File: config.mk
export PLATFORM = sky130hd
export DESIGN_NAME = html_text_tag_splitter_unit
export DESIGN_NICKNAME = d
export VERILOG_FILES = /design/src/sv/htts_pkg.sv /design/src/sv/html_text_tag_splitter_unit.sv /design/src/sv/htts_core.sv /design/src/sv/htts_fifo.sv
export SDC_FILE = /design/constraint.sdc
export NUM_CORES = 1
export LEC_CHECK = 0
export ABC_AREA = 0
export BUFFER_PORTS_ARGS = -buffer_cell sky130_fd_sc_hd__clkbuf_2
export CAP_MARGIN = 20
export CORE_UTILIZATION = 38
export DETAILED_ROUTE_END_ITERATION = 12
export HOLD_SLACK_MARGIN = 0.12
export PLACE_DENSITY = 0.57
export SLEW_MARGIN = 0
export SYNTH_ARGS = -nofsm -noshare
export SYNTH_HDL_FRONTEND = slang
export SYNTH_SLANG_ARGS = --single-unit
File: constraint.sdc
create_clock -name aclk -period 5.3 [get_ports aclk]
set_clock_uncertainty 0.15 [all_clocks]
set_input_delay 1.59 -clock aclk [delete_from_list [all_inputs] [get_ports aclk]]
set_output_delay 1.59 -clock aclk [all_outputs]
set_load 0.01 [all_outputs]
File: src/sv/htts_pkg.sv
package htts_pkg;

    localparam int ENTITY_MAX = 8;
    localparam int COUNT_BITS = 24;

    localparam int ENT_DEPTH = (ENTITY_MAX < 3) ? 3 : ENTITY_MAX;
    localparam int ENT_IDX_W = $clog2(ENT_DEPTH);
    localparam int ENT_LEN_W = $clog2(ENTITY_MAX + 1);

    localparam logic [ENT_LEN_W-1:0] ENT_LEN_MAX = ENT_LEN_W'(ENTITY_MAX);
    localparam logic [ENT_LEN_W-1:0] ENT_LEN_TWO = ENT_LEN_W'(2);
    localparam logic [ENT_LEN_W-1:0] ENT_LEN_THREE = ENT_LEN_W'(3);
    localparam logic [COUNT_BITS-1:0] COUNT_MAX = '1;

    localparam int FIFO_DEPTH = 4;
    localparam int FIFO_PTR_W = $clog2(FIFO_DEPTH);
    localparam int FIFO_CNT_W = $clog2(FIFO_DEPTH + 1);
    localparam logic [FIFO_CNT_W-1:0] FIFO_ROOM_TWO = FIFO_CNT_W'(FIFO_DEPTH - 2);

    localparam logic [15:0] CH_NUL = 16'h0000;
    localparam logic [15:0] CH_SPACE = 16'h0020;
    localparam logic [15:0] CH_AMP = 16'h0026;
    localparam logic [15:0] CH_QUOTE = 16'h0027;
    localparam logic [15:0] CH_SEMI = 16'h003B;
    localparam logic [15:0] CH_LT = 16'h003C;
    localparam logic [15:0] CH_EQ = 16'h003D;
    localparam logic [15:0] CH_GT = 16'h003E;
    localparam logic [15:0] CH_A = 16'h0061;
    localparam logic [15:0] CH_G = 16'h0067;
    localparam logic [15:0] CH_L = 16'h006C;
    localparam logic [15:0] CH_M = 16'h006D;
    localparam logic [15:0] CH_P = 16'h0070;
    localparam logic [15:0] CH_T = 16'h0074;

    typedef logic [23:0] char_index_t;
    typedef logic [1:0] push_num_t;

    typedef enum logic [2:0] {
        MODE_TEXT       = 3'd0,
        MODE_ENTITY     = 3'd1,
        MODE_TAG_NAME   = 3'd2,
        MODE_ATTR_NAME  = 3'd3,
        MODE_ATTR_VALUE = 3'd4
    } mode_t;

    typedef enum logic [2:0] {
        KIND_TEXT       = 3'd0,
        KIND_TAG_NAME   = 3'd1,
        KIND_ATTR_NAME  = 3'd2,
        KIND_ATTR_VALUE = 3'd3,
        KIND_TAG_END    = 3'd4,
        KIND_END        = 3'd5,
        KIND_START      = 3'd6
    } kind_t;

    typedef enum logic {
        OP_CHAR  = 1'b0,
        OP_BEGIN = 1'b1
    } op_t;

    typedef struct packed {
        op_t         op;
        logic [15:0] ch;
        logic        last;
    } in_t;

    typedef struct packed {
        kind_t       kind;
        logic [15:0] value;
        char_index_t char_index;
        logic        last_of_run;
    } out_t;

    typedef struct packed {
        push_num_t num;
        out_t      first;
        out_t      second;
    } push_t;

endpackage

File: src/sv/html_text_tag_splitter_unit.sv
// Splits a stream of 16-bit HTML characters into text characters (with &amp; &lt; &gt;
// decoded, other or overlong entities giving NUL) and start, tag-name, attribute-name,
// attribute-value, tag-end and end results, each carrying the saturating text count.
// A request is registered at the input and processed once the four-entry result queue
// has room for two results; a new request is taken every cycle while it has that room.
// A request yields zero, one or two results and the queue drains one result per cycle
// while m_ready is high, so the sustained rate is one request per cycle unless requests
// produce more than one result each on average, when the output port sets the pace.
module html_text_tag_splitter_unit (
    input  logic            aclk,
    input  logic            aresetn,
    input  logic            s_valid,
    output logic            s_ready,
    input  htts_pkg::in_t   s_data,
    output logic            m_valid,
    input  logic            m_ready,
    output htts_pkg::out_t  m_data
);

    logic in_valid_reg, in_valid_next;
    htts_pkg::in_t in_data_reg;
    logic room_two, advance, s_fire;
    htts_pkg::push_t push;

    assign advance = in_valid_reg && room_two;
    assign s_ready = !in_valid_reg || advance;
    assign s_fire = s_valid && s_ready;
    assign in_valid_next = s_fire || (in_valid_reg && !advance);

    always_ff @(posedge aclk) begin
        if (!aresetn) begin
            in_valid_reg <= 1'b0;
        end else begin
            in_valid_reg <= in_valid_next;
        end
    end

    always_ff @(posedge aclk) begin
        if (s_fire) begin
            in_data_reg <= s_data;
        end
    end

    htts_core u_core (
        .aclk    (aclk),
        .aresetn (aresetn),
        .go      (advance),
        .item    (in_data_reg),
        .push    (push)
    );

    htts_fifo u_fifo (
        .aclk     (aclk),
        .aresetn  (aresetn),
        .push     (push),
        .room_two (room_two),
        .m_valid  (m_valid),
        .m_ready  (m_ready),
        .m_data   (m_data)
    );

endmodule

File: src/sv/htts_core.sv
module htts_core (
    input  logic             aclk,
    input  logic             aresetn,
    input  logic             go,
    input  htts_pkg::in_t    item,
    output htts_pkg::push_t  push
);

    htts_pkg::mode_t mode_reg, mode_next;
    logic [htts_pkg::ENT_LEN_W-1:0] len_reg, len_next;
    logic ovf_reg, ovf_next;
    logic [htts_pkg::COUNT_BITS-1:0] count_reg, count_next;
    logic [15:0] ent_buf [htts_pkg::ENT_DEPTH];
    logic buf_we;

    logic main_v;
    htts_pkg::kind_t main_kind;
    logic [15:0] main_val;
    logic match_amp, match_lt, match_gt;
    logic [15:0] ent_val;
    htts_pkg::out_t res_main, res_end;

    assign match_amp = !ovf_reg && (len_reg == htts_pkg::ENT_LEN_THREE)
                       && (ent_buf[0] == htts_pkg::CH_A) && (ent_buf[1] == htts_pkg::CH_M)
                       && (ent_buf[2] == htts_pkg::CH_P);
    assign match_lt = !ovf_reg && (len_reg == htts_pkg::ENT_LEN_TWO)
                      && (ent_buf[0] == htts_pkg::CH_L) && (ent_buf[1] == htts_pkg::CH_T);
    assign match_gt = !ovf_reg && (len_reg == htts_pkg::ENT_LEN_TWO)
                      && (ent_buf[0] == htts_pkg::CH_G) && (ent_buf[1] == htts_pkg::CH_T);

    always_comb begin
        priority if (match_amp) begin
            ent_val = htts_pkg::CH_AMP;
        end else if (match_lt) begin
            ent_val = htts_pkg::CH_LT;
        end else if (match_gt) begin
            ent_val = htts_pkg::CH_GT;
        end else begin
            ent_val = htts_pkg::CH_NUL;
        end
    end

    always_comb begin
        mode_next = mode_reg;
        len_next = len_reg;
        ovf_next = ovf_reg;
        count_next = count_reg;
        buf_we = 1'b0;
        main_v = 1'b0;
        main_kind = htts_pkg::KIND_TEXT;
        main_val = htts_pkg::CH_NUL;
        if (item.op == htts_pkg::OP_BEGIN) begin
            mode_next = htts_pkg::MODE_TEXT;
            len_next = '0;
            ovf_next = 1'b0;
            main_v = 1'b1;
            main_kind = htts_pkg::KIND_START;
        end else begin
            unique case (mode_reg)
                htts_pkg::MODE_ENTITY: begin
                    if (item.ch == htts_pkg::CH_SEMI) begin
                        main_v = 1'b1;
                        main_kind = htts_pkg::KIND_TEXT;
                        main_val = ent_val;
                        if (count_reg != htts_pkg::COUNT_MAX) begin
                            count_next = count_reg + htts_pkg::COUNT_BITS'(1);
                        end
                        len_next = '0;
                        ovf_next = 1'b0;
                        mode_next = htts_pkg::MODE_TEXT;
                    end else if (len_reg < htts_pkg::ENT_LEN_MAX) begin
                        buf_we = 1'b1;
                        len_next = len_reg + htts_pkg::ENT_LEN_W'(1);
                    end else begin
                        ovf_next = 1'b1;
                    end
                end
                htts_pkg::MODE_TAG_NAME, htts_pkg::MODE_ATTR_NAME,
                htts_pkg::MODE_ATTR_VALUE: begin
                    main_val = item.ch;
                    if (item.ch == htts_pkg::CH_GT) begin
                        main_v = 1'b1;
                        main_kind = htts_pkg::KIND_TAG_END;
                        main_val = htts_pkg::CH_NUL;
                        mode_next = htts_pkg::MODE_TEXT;
                    end else if (mode_reg == htts_pkg::MODE_TAG_NAME) begin
                        if (item.ch == htts_pkg::CH_SPACE) begin
                            mode_next = htts_pkg::MODE_ATTR_NAME;
                        end else begin
                            main_v = 1'b1;
                            main_kind = htts_pkg::KIND_TAG_NAME;
                        end
                    end else if (mode_reg == htts_pkg::MODE_ATTR_NAME) begin
                        if (item.ch == htts_pkg::CH_EQ) begin
                            mode_next = htts_pkg::MODE_ATTR_VALUE;
                        end else if (item.ch != htts_pkg::CH_SPACE) begin
                            main_v = 1'b1;
                            main_kind = htts_pkg::KIND_ATTR_NAME;
                        end
                    end else if (item.ch != htts_pkg::CH_SPACE
                                 && item.ch != htts_pkg::CH_QUOTE) begin
                        main_v = 1'b1;
                        main_kind = htts_pkg::KIND_ATTR_VALUE;
                    end
                end
                default: begin
                    if (item.ch == htts_pkg::CH_AMP) begin
                        len_next = '0;
                        ovf_next = 1'b0;
                        mode_next = htts_pkg::MODE_ENTITY;
                    end else if (item.ch == htts_pkg::CH_LT) begin
                        mode_next = htts_pkg::MODE_TAG_NAME;
                    end else begin
                        main_v = 1'b1;
                        main_kind = htts_pkg::KIND_TEXT;
                        main_val = item.ch;
                        if (count_reg != htts_pkg::COUNT_MAX) begin
                            count_next = count_reg + htts_pkg::COUNT_BITS'(1);
                        end
                    end
                end
            endcase
        end
        if (item.last) begin
            mode_next = htts_pkg::MODE_TEXT;
            len_next = '0;
            ovf_next = 1'b0;
        end
    end

    always_comb begin
        res_main.kind = main_kind;
        res_main.value = main_val;
        res_main.char_index = htts_pkg::char_index_t'(count_next);
        res_main.last_of_run = !item.last;
        res_end.kind = htts_pkg::KIND_END;
        res_end.value = htts_pkg::CH_NUL;
        res_end.char_index = htts_pkg::char_index_t'(count_next);
        res_end.last_of_run = 1'b1;
        push.second = res_end;
        if (main_v) begin
            push.first = res_main;
            push.num = item.last ? 2'd2 : 2'd1;
        end else begin
            push.first = res_end;
            push.num = item.last ? 2'd1 : 2'd0;
        end
        if (!go) begin
            push.num = 2'd0;
        end
    end

    always_ff @(posedge aclk) begin
        if (!aresetn) begin
            mode_reg <= htts_pkg::MODE_TEXT;
            len_reg <= '0;
            ovf_reg <= 1'b0;
            count_reg <= '0;
        end else if (go) begin
            mode_reg <= mode_next;
            len_reg <= len_next;
            ovf_reg <= ovf_next;
            count_reg <= count_next;
        end
    end

    always_ff @(posedge aclk) begin
        if (go && buf_we) begin
            ent_buf[len_reg[htts_pkg::ENT_IDX_W-1:0]] <= item.ch;
        end
    end

endmodule

File: src/sv/htts_fifo.sv
module htts_fifo (
    input  logic             aclk,
    input  logic             aresetn,
    input  htts_pkg::push_t  push,
    output logic             room_two,
    output logic             m_valid,
    input  logic             m_ready,
    output htts_pkg::out_t   m_data
);

    htts_pkg::out_t mem [htts_pkg::FIFO_DEPTH];
    logic [htts_pkg::FIFO_PTR_W-1:0] wr_reg, rd_reg;
    logic [htts_pkg::FIFO_CNT_W-1:0] cnt_reg, cnt_next;
    logic pop;

    assign m_valid = (cnt_reg != '0);
    assign m_data = mem[rd_reg];
    assign pop = m_valid && m_ready;
    assign room_two = (cnt_reg <= htts_pkg::FIFO_ROOM_TWO);
    assign cnt_next = cnt_reg + htts_pkg::FIFO_CNT_W'(push.num)
                      - htts_pkg::FIFO_CNT_W'(pop);

    always_ff @(posedge aclk) begin
        if (!aresetn) begin
            wr_reg <= '0;
            rd_reg <= '0;
            cnt_reg <= '0;
        end else begin
            wr_reg <= wr_reg + htts_pkg::FIFO_PTR_W'(push.num);
            rd_reg <= rd_reg + htts_pkg::FIFO_PTR_W'(pop);
            cnt_reg <= cnt_next;
        end
    end

    always_ff @(posedge aclk) begin
        if (push.num != 2'd0) begin
            mem[wr_reg] <= push.first;
        end
        if (push.num == 2'd2) begin
            mem[wr_reg + htts_pkg::FIFO_PTR_W'(1)] <= push.second;
        end
    end

endmodule
==> metrics.cfg, run 1 <==
[logic_synthesis]
ys.flop_type = edfxtp_1
synth_area_leaders = edfxtp_1 40%, dfxtp_1 20%, mux4_2 8.1%
ys_seq_area_share_pct = 59.8
synth-seq-cells = 282
synth_edf_count = 162
synth_area_sq_mm = 0.0122
async_reset_ff_share_pct = 0
ys_types = 75
yosys.area.top_type = edfxtp_1
synth_nets = 997
synth.top_cell.area_share_pct = 40.0
ys_warn_count = 0
synthCells = 965
avgSynthCellArea_sq_um = 12.6

[layout]
area_growth_pct = 15.5
most-common-layout-cells = 162 x edfxtp_1, 129 x nor2_1, 118 x dfxtp_1
antenna_cells = 0
final_common_cell = edfxtp_1
largest_reg_flops = 176
fin_cells = 1459
final_nets = 1064
drive_above_1_share_pct = 20.5
post-route-util_pct = 44.5

[global_routing]
grt_pass1_wl_mm = 47.4
track_usage_pct = 18.6
grt_start_max_net_pins = 42
grt_util_met1_pct = 26.7
busiest_layer = met2
antenna_found_initial = 0
use_met2_pct = 29.3
grt_pass1_vias = 8147
grt_overflow_total = 0
use_met3_pct = 3.20

[clocking]
cts_hold_buf = 0
htreeDepth = 1
cts.clk_slew.worst_paths_ns = 0.06
cts_buffers = 31
clock-root-buffer = clkbuf_16
cts_tree = yes
clock_sinks = 282
clk_path_buf_depth = 3
cts.repair.resized = 0
clk_latency_ns = 0.57
cts_setup_buffers = 0

[timing]
max_freq_mhz = 217
finalCritPeriodShare_pct = 87.1
slew_viol_final = 0
grt_setup_unrepaired = no
hold_viol_final = 0
slew_headroom_pct = 39.4
setup_violations = 0
min_period_ns = 4.62
fin_ws_ns = 0.684
worstMarginPinSlew_ns = 0.909
fin_setup_tns_ns = 0

[floorplanning]
rows = 65
die_area_sq_mm = 0.0327
initial_core_util_pct = 38.5
core_sq_mm = 0.0316
die_w_microns = 181
die_h_microns = 181
ioPinCount = 68

[place]
io_buffer_count = 67
place_ws_ns = 0.722
dp_hpwl_mm = 19.9
placedCellCount = 1401
gp_congestion = 0.863

[drt]
drcViolationCount = 0
antenna_left = 0
drt_iter0_markers = 564
via_per_inst = 5.61
vias = 8191
wl_per_cell_microns = 20.8
routed_wl_mm = 30.3
dr.pass1.iters = 5

[critical_path]
ff2ff_setup_slack_ns = 0.68
cp_max_fo = 30
critPathLaunchType = flop
critPathCaptureType = flop
worstPathRequired_ns = 5.44
worstSetupPathType = reg2reg
arrival_ns = 4.76

[flow_run]
drv_cap = 0

[min_path]
hold_class = reg2reg

[status]
status = complete, no violations

[power]
max-vdd-ir-drop_v = 0.000264
p_leak_nw = 4.63
powerDensity_mw_per_mm2 = 440

==> synthesized netlist by cell type, types with 5 or more instances <==
cell / count
a211oi_1: 6
a21oi_1: 30
a22o_1: 40
a32o_1: 20
and2_1: 13
buf_2: 7
buf_4: 6
clkbuf_1: 36
dfxtp_1: 120
edfxtp_1: 162
ha_1: 9
inv_1: 15
mux2i_1: 8
mux4_2: 44
nand2_1: 56
nand2b_1: 10
nand3_1: 26
nand3b_1: 5
nand4_1: 23
nor2_1: 129
nor3_1: 10
nor3b_1: 6
nor4_1: 10
nor4_2: 5
o21ai_0: 21
o22a_1: 6
o31ai_1: 6
o32a_1: 6
or2_2: 5
or3_1: 11
xnor2_1: 10
xor2_1: 23
==> through the flow <==
step           hold slack, ns  area, sq um  total power [W]
2_1_floorplan           0.270        12200          0.00359
3_3_place_gp            0.282        13000          0.00403
3_5_place_dp            0.301        13000          0.00404
4_1_cts                 0.314        14000          0.00625
5_1_grt                 0.322        14000          0.00646
6_report                0.314        14000          0.00618
==> cell type report <==
| type | count | area [sq um] |
|---|---|---|
| fillers | 2870 | 17500 |
| repair buffers | 88 | 518 |
| well taps | 402 | 503 |
| clock buffers | 44 | 888 |
| multi-input cells | 613 | 4640 |
| clock inverters | 14 | 171 |
| flip-flops and latches | 282 | 7270 |
| inverters | 16 | 60.1 |
==> path summary, 6_finish.rpt <==
kind                          start                 to  depth (start not counted)
hold reg to reg   u_fifo.mem[2][28]  u_fifo.mem[2][28]                          1
setup / recovery    in_data_reg[15]  u_fifo.mem[0][21]                         11
setup reg to reg    in_data_reg[15]  u_fifo.mem[0][21]                         11
hold / removal    u_fifo.mem[2][28]  u_fifo.mem[2][28]                          1
==> per-layer routing <==
metal	vias up	part of all wire, %
met1	4060	47
met5	-	0
met2	254	46
met4	0	1.9
met3	38	5.4
li1	3839	-
==> where the power goes <==
group	leakage, nW	switching (W)	internal [W]
clock network	0.520	0.000886	0.00132
registers	2.44	0.000215	0.00259
logic	1.67	0.000559	0.000616
==> cells by family (layout without fill, tap and decap cells) <==
family                     count (synthesis)  in the layout  share of synthesized area (%)
DFF                                      282            282                           59.8
adders and majority gates                 10             10                           1.09
buffers and inverters                     70            162                           2.47
muxes                                     52             52                           8.81
xor gates and xnor gates                  33             33                           2.38
and+or+nand+nor                          337            337                           13.9
AOI/OAI and AO/OA                        181            181                           11.6
==> worst max-delay path: stages, from the launching register on <==
cell and delay [ns]:
edfxtp_1 0.52, nor4_1 0.71, nand4_1 0.33, o21a_1 0.32, a211oi_4 0.38, nand2_1 0.13, ha_1 0.33, nor2_1 0.32
nor3_1 0.17, o21ai_4 0.41, buf_4 0.44, nor2_1 0.09
Note: power is estimated with default switching activity, not from simulation.
==> inputs of run 2 (changes only) <==
Settings changed: PLACE_DENSITY 0.57 to 0.53.
==> run 2 against run 1 <==
Effect of this change: register-to-register slack better by 0.13 ns; final area down 0.11%; flip-flop and latch count unchanged; fmax up 3.0%; hold slack worse by 0.0097 ns; critical endpoint is now u_fifo.mem[2][21]; critical path type unchanged.
==> metrics.cfg, run 2 (synthesis results as in run 1) <==
[timing]
min_period_ns = 4.48  ; was 4.62 ns
fin_setup_tns_ns = 0  ; unchanged
slew_headroom_pct = 38.7  ; was 39.4%
finalCritPeriodShare_pct = 84.6  ; was 87.1%
fin_ws_ns = 0.817  ; was 0.684 ns
grt_setup_unrepaired = no  ; unchanged
worstMarginPinSlew_ns = 0.912  ; was 0.909 ns
hold_viol_final = 0  ; unchanged
max_freq_mhz = 223  ; was 217 MHz
timing.hold.ws_ns = 0.305  ; was 0.314 ns
slew_viol_final = 0  ; unchanged
setup_violations = 0  ; unchanged

[clocking]
clk_path_buf_depth = 3  ; unchanged
cts.repair.resized = 0  ; unchanged
clock_sinks = 282  ; unchanged
clock-root-buffer = clkbuf_16  ; unchanged
cts.clk_slew.worst_paths_ns = 0.06  ; about the same
htreeDepth = 1  ; unchanged
cts_setup_buffers = 0  ; unchanged
clk_latency_ns = 0.57  ; about the same
cts_hold_buf = 0  ; unchanged
cts_buffers = 30  ; was 31
cts_tree = yes  ; unchanged

[min_path]
hold_class = reg2reg  ; unchanged
hp-start = u_fifo.mem[1][42]  ; was u_fifo.mem[2][28]

[critical_path]
crit_end = u_fifo.mem[2][21]  ; was u_fifo.mem[0][21]
arrival_ns = 4.59  ; was 4.76 ns
critPathCaptureType = flop  ; unchanged
rr_startpoint = in_data_reg[16]  ; was in_data_reg[15]
crit_chain = nor4_1, nand3_2, or2_1, a211oi_4, nand2_1, ha_1, nor2_1, nor3_1, o21ai_4, inv_1, buf_4  ; was nor4_1, nand4_1, o21a_1, a211oi_4, nand2_1, ha_1, nor2_1, nor3_1, o21ai_4, buf_4, nor2_1
critical_path.max_stage_delay_ns = 0.70  ; was 0.71 ns
worstSetupPathType = reg2reg  ; unchanged
path_buf_inv = 2  ; was 1
reg2reg_depth = 11  ; unchanged
worstPathRequired_ns = 5.41  ; was 5.44 ns
crit_slowest_cell = nor4_1  ; unchanged
cp_num_cells = 11  ; unchanged
timing.rr.end = u_fifo.mem[2][21]  ; was u_fifo.mem[0][21]
critPathLaunchType = flop  ; unchanged
ff2ff_setup_slack_ns = 0.82  ; was 0.68 ns
cp_max_fo = 16  ; was 30
critPathTopFamily = simple AND/OR/NAND/NOR gates  ; unchanged
startpoint = in_data_reg[16]  ; was in_data_reg[15]

[layout]
final_nets = 1065  ; was 1,064
seqCellArea_sq_mm = 0.00727  ; unchanged
antenna_cells = 0  ; unchanged
fin_cells = 1459  ; unchanged
largest_reg_flops = 176  ; unchanged
area_growth_pct = 15.4  ; was 15.5%
final_common_cell = edfxtp_1  ; unchanged
drive_above_1_share_pct = 20.6  ; was 20.5%
most-common-layout-cells = 162 x edfxtp_1, 129 x nor2_1, 118 x dfxtp_1  ; unchanged
multi_input_area_sq_mm = 0.00463  ; was 0.00464 sq mm
nFillCells = 2897  ; was 2,870
post-route-util_pct = 44.5  ; about the same

[power]
max-vdd-ir-drop_v = 0.000228  ; was 0.000264 V
p_leak_nw = 4.62  ; was 4.63 nW
powerDensity_mw_per_mm2 = 435  ; was 440 mW/mm^2

[floorplanning]
ioPinCount = 68  ; unchanged
die_h_microns = 181  ; unchanged
core_sq_mm = 0.0316  ; unchanged
initial_core_util_pct = 38.5  ; unchanged
die_area_sq_mm = 0.0327  ; unchanged
rows = 65  ; unchanged
die_w_microns = 181  ; unchanged

[flow_run]
drv_cap = 0  ; unchanged

[drt]
dr.pass1.iters = 5  ; unchanged
antenna_left = 0  ; unchanged
via_per_inst = 5.54  ; was 5.61
drt_iter0_markers = 599  ; was 564
routed_wl_mm = 30.1  ; was 30.3 mm
drcViolationCount = 0  ; unchanged
vias = 8076  ; was 8,191
wl_per_cell_microns = 20.6  ; was 20.8 microns

[global_routing]
antenna_found_initial = 0  ; unchanged
grt_pass1_wl_mm = 46.8  ; was 47.4 mm
grt_overflow_total = 0  ; unchanged
grt_start_max_net_pins = 45  ; was 42
track_usage_pct = 18.4  ; was 18.6%
grt_pass1_vias = 7895  ; was 8,147

[place]
placedCellCount = 1403  ; was 1,401
dp_hpwl_mm = 20.0  ; was 19.9 mm
io_buffer_count = 67  ; unchanged
place_ws_ns = 0.729  ; was 0.722 ns
gp_congestion = 0.817  ; was 0.863

[status]
status = complete, no violations  ; unchanged

==> run 2: worst min-delay path by stage <==
stage | to | slack [ns] | cells after the start
6_report | u_fifo.mem[1][42] | 0.30 | 2
2_1_floorplan | u_fifo.mem[1][42] | 0.27 | 2
3_3_place_gp | u_fifo.mem[0][42] | 0.28 | 2
4_1_cts | u_fifo.mem[1][42] | 0.31 | 2
3_5_place_dp | u_fifo.mem[1][42] | 0.29 | 2
5_1_grt | u_fifo.mem[3][30] | 0.32 | 1
==> run 2: per-layer routing <==
layer / vias up / global-route usage, % / wire length (microns)
met4: 0 / 4.68 / 590
met1: 4044 / 27.4 / 14900
met3: 39 / 2.52 / 1300
met2: 159 / 28.2 / 13300
li1: 3834 / - / -
met5: - / 0 / 0
==> run 2: worst register-to-register path: cells and delay by family, from the launching register on <==
| family | cells | cell delay, ns |
|---|---|---|
| buffers and inverters | 2 | 0.75 |
| flip-flops | 1 | 0.51 |
| adder cells (fa/ha/maj) | 1 | 0.33 |
| AND/OR/NAND/NOR | 6 | 1.90 |
| AO/OA/AOI/OAI | 2 | 0.53 |
==> run 2: power breakdown <==
part / internal [W] / leakage (nW) / switching (W) / total [W]
logic: 0.000619 / 1.69 / 0.000594 / 0.00121
registers: 0.00259 / 2.44 / 0.000173 / 0.00276
clock network: 0.00125 / 0.498 / 0.000878 / 0.00213
==> run 2: layout make-up <==
type | instances | share of cell area [%]
sequential | 282 | 51.8
multi-input combinational | 613 | 33.0
clock buffer | 42 | 6.20
timing repair buffer | 90 | 3.89
tap | 402 | 3.58
clock inverter | 14 | 1.10
inverter | 16 | 0.428
==> run 2: through the flow <==
step / total power [W] / area [sq um]
after floorplan: 0.00359 / 12200
after global placement: 0.00403 / 13000
after detailed placement: 0.00404 / 13000
after CTS: 0.00617 / 14000
after global routing: 0.00637 / 14000
final: 0.00610 / 14000
==> inputs of run 3 (changes only) <==
Settings changed: ABC_AREA 0 to 1, PLACE_DENSITY 0.53 to 0.55.
Clock period 5.3 ns to 3.95 ns, I/O delays scaled along.
==> run 3 against run 2 <==
Effect of this change: routed wire length rose by 20%; hold slack got worse by 0.0032 ns; first-iteration DRC count increased by 48%; worst setup slack worse by 0.50 ns; fmax increased by 23%; sequential power rose by 40%; non-clock buffer count up 12; global-route usage rose by 1.9 points; sequential share of layout area down 3.5 points; core utilization is 0.084 points lower; critical path depth increased by 7; largest cell class unchanged; largest power group unchanged.
==> metrics.cfg, run 3 <==
[logic_synthesis]
yosys.area.top_type = edfxtp_1  ; unchanged
synth_edf_count = 162  ; unchanged
ys_warn_count = 0  ; unchanged
synth_common_cells = 303 x nand2_1, 265 x nor2_1, 178 x o21ai_0  ; was 162 x edfxtp_1, 129 x nor2_1, 120 x dfxtp_1
ys.flop_type = edfxtp_1  ; unchanged
synth_area_leaders = edfxtp_1 37%, dfxtp_1 18%, nand2_1 8.6%  ; was edfxtp_1 40%, dfxtp_1 20%, mux4_2 8.1%
synth_area_sq_mm = 0.0132  ; was 0.0122 sq mm
async_reset_ff_share_pct = 0  ; unchanged
avgSynthCellArea_sq_um = 8.52  ; was 12.6 sq um
synth_nets = 1580  ; was 997
synth.top_cell.area_share_pct = 36.9  ; was 40.0%
synth-seq-cells = 282  ; unchanged
synthMostInstantiatedCell = nand2_1  ; was edfxtp_1
synthCells = 1548  ; was 965
ys_seq_area_share_pct = 55.1  ; was 59.8%
ys_types = 50  ; was 75

[drt]
wl_per_cell_microns = 17.3  ; was 20.6 microns
via_per_inst = 5.23  ; was 5.54
vias = 10900  ; was 8,076
drcViolationCount = 0  ; unchanged
antenna_left = 0  ; unchanged
dr.pass1.iters = 5  ; unchanged
drt_iter0_markers = 887  ; was 599
routed_wl_mm = 36.0  ; was 30.1 mm

[clocking]
htreeDepth = 1  ; unchanged
cts.clk_slew.worst_paths_ns = 0.06  ; about the same
cts_hold_buf = 0  ; unchanged
cts_buffers = 31  ; was 30
cts_tree = yes  ; unchanged
clk_latency_ns = 0.57  ; about the same
clk_path_buf_depth = 3  ; unchanged
clock_sinks = 282  ; unchanged
clock-root-buffer = clkbuf_16  ; unchanged

[floorplanning]
rows = 67  ; was 65
initial_core_util_pct = 39.0  ; was 38.5%
ioPinCount = 68  ; unchanged
die_h_microns = 188  ; was 181 microns
die_w_microns = 188  ; was 181 microns
core_sq_mm = 0.0339  ; was 0.0316 sq mm
die_area_sq_mm = 0.0355  ; was 0.0327 sq mm

[power]
p_leak_nw = 5.89  ; was 4.62 nW
p_sw_share_pct = 34.0  ; was 27.0%
powerDensity_mw_per_mm2 = 614  ; was 435 mW/mm^2
pwr-share-seq_pct = 41.9  ; was 45.3%
max-vdd-ir-drop_v = 0.000406  ; was 0.000228 V
finalPower_w = 0.00922  ; was 0.00610 W
p_clk_share_pct = 30.5  ; was 34.8%
switchingPower_w = 0.00314  ; was 0.00164 W
intPower_w = 0.00609  ; was 0.00446 W
pwr-share-comb_pct = 27.6  ; was 19.9%

[layout]
area_growth_pct = 13.9  ; was 15.4%
nFillCells = 3390  ; was 2,897
antenna_cells = 0  ; unchanged
post-route-util_pct = 44.4  ; was 44.5%
largest_reg_flops = 176  ; unchanged
multi_input_area_sq_mm = 0.00511  ; was 0.00463 sq mm
final_nets = 1643  ; was 1,065
drive_above_1_share_pct = 12.1  ; was 20.6%
seqCellArea_sq_mm = 0.00727  ; about the same
most-common-layout-cells = 303 x nand2_1, 264 x nor2_1, 178 x o21ai_0  ; was 162 x edfxtp_1, 129 x nor2_1, 118 x dfxtp_1
final_common_cell = nand2_1  ; was edfxtp_1

[min_path]
hold_class = reg2reg  ; unchanged

[global_routing]
grt_pass1_wl_mm = 57.3  ; was 46.8 mm
grt_pass1_vias = 10400  ; was 7,895
grt_start_max_net_pins = 50  ; was 45
antenna_found_initial = 0  ; unchanged
grt_overflow_total = 0  ; unchanged
track_usage_pct = 20.3  ; was 18.4%

[critical_path]
arrival_ns = 3.95  ; was 4.59 ns
critPathLaunchType = flop  ; unchanged
worstSetupPathType = reg2reg  ; unchanged
worstPathRequired_ns = 4.26  ; was 5.41 ns
cp_max_fo = 12  ; was 16
critPathCaptureType = flop  ; unchanged

[timing]
fin_setup_tns_ns = 0  ; unchanged
worstMarginPinSlew_ns = 0.967  ; was 0.912 ns
timing.hold.ws_ns = 0.301  ; was 0.305 ns
grt_setup_unrepaired = no  ; unchanged
setup_violations = 0  ; unchanged
hold_viol_final = 0  ; unchanged
slew_viol_final = 0  ; unchanged
slew_headroom_pct = 35.0  ; was 38.7%
min_period_ns = 3.63  ; was 4.48 ns
finalCritPeriodShare_pct = 92.0  ; was 84.6%
max_freq_mhz = 275  ; was 223 MHz

[status]
status = complete, no violations  ; unchanged

[place]
io_buffer_count = 67  ; unchanged
dp_hpwl_mm = 23.4  ; was 20.0 mm
gp_congestion = 0.862  ; was 0.817

[flow_run]
drv_cap = 0  ; unchanged

-- run 3: repair_timing --
item	CTS	global route
buffers inserted	0	0
resized for setup	0	6
endpoints found under the setup margin	0	124
-- run 3: kinds of logic (layout without fill, tap and decap cells) --
logic type | after synthesis | after routing | share of synthesized area, %
AOI/OAI and AO/OA | 306 | 306 | 12.7
xor gates and xnor gates | 11 | 11 | 0.730
adders and majority gates | 10 | 10 | 1.01
buffers and inverters | 199 | 287 | 6.30
DFF | 282 | 282 | 55.1
and+or+nand+nor | 740 | 740 | 24.1
-- run 3: area by class of cell --
type | instances | area share (%)
sequential | 282 | 48.4
timing repair buffer | 102 | 4.14
tap | 448 | 3.73
inverter | 127 | 3.19
multi-input combinational | 1067 | 34.0
clock buffer | 42 | 5.50
clock inverter | 16 | 1.09
-- run 3: critical path: stages (launching register included) --
cell      delay, ns
edfxtp_1       0.50
nor2_1         0.15
nand2_1        0.08
nor2_2         0.08
buf_4          0.20
nand4_1        0.21
nand3_1        0.17
inv_1          0.11
nor2_4         0.13
nand2_1        0.11
ha_1           0.32
inv_1          0.06
nor2_1         0.07
nor2_1         0.23
inv_1          0.12
nand2_1        0.09
buf_4          0.19
clkinv_1       0.29
a22o_1         0.29
-- run 3: worst paths after layout --
kind                           from                end  slack, ns  depth (start not counted)
setup reg to reg    in_data_reg[14]  u_fifo.mem[1][42]       0.32                         18
hold / removal    u_fifo.mem[2][33]  u_fifo.mem[2][33]       0.30                          2
hold reg to reg   u_fifo.mem[2][33]  u_fifo.mem[2][33]       0.30                          2
setup / recovery    in_data_reg[14]  u_fifo.mem[1][42]       0.32                         18
-- run 3: power by group through the flow --
stage / clock network [W] / registers [W] / logic, W
global route: 0.00301 / 0.00391 / 0.00285
floorplan: 0 / 0.00382 / 0.00168
finish: 0.00282 / 0.00386 / 0.00255
CTS: 0.00289 / 0.00385 / 0.00257
global placement: 0 / 0.00390 / 0.00253
detailed placement: 0 / 0.00391 / 0.00256
-- run 3: per-stage QoR --
stage / worst slack [ns] / std cells / instance area [sq um]
2_1_floorplan: 0.276 / 1548 / 13200
3_3_place_gp: 0.362 / 2026 / 14000
3_5_place_dp: 0.293 / 2026 / 14000
4_1_cts: 0.268 / 2084 / 15000
5_1_grt: 0.00287 / 2084 / 15000
6_report: 0.317 / 2084 / 15000
-- run 3: layer usage --
layer | vias up | wire length, microns | track usage (%)
li1 | 5346 | - | -
met1 | 5210 | 17100 | 29.4
met2 | 289 | 16200 | 32.0
met3 | 50 | 2130 | 2.78
met4 | 0 | 644 | 4.99
met5 | - | 0 | 0
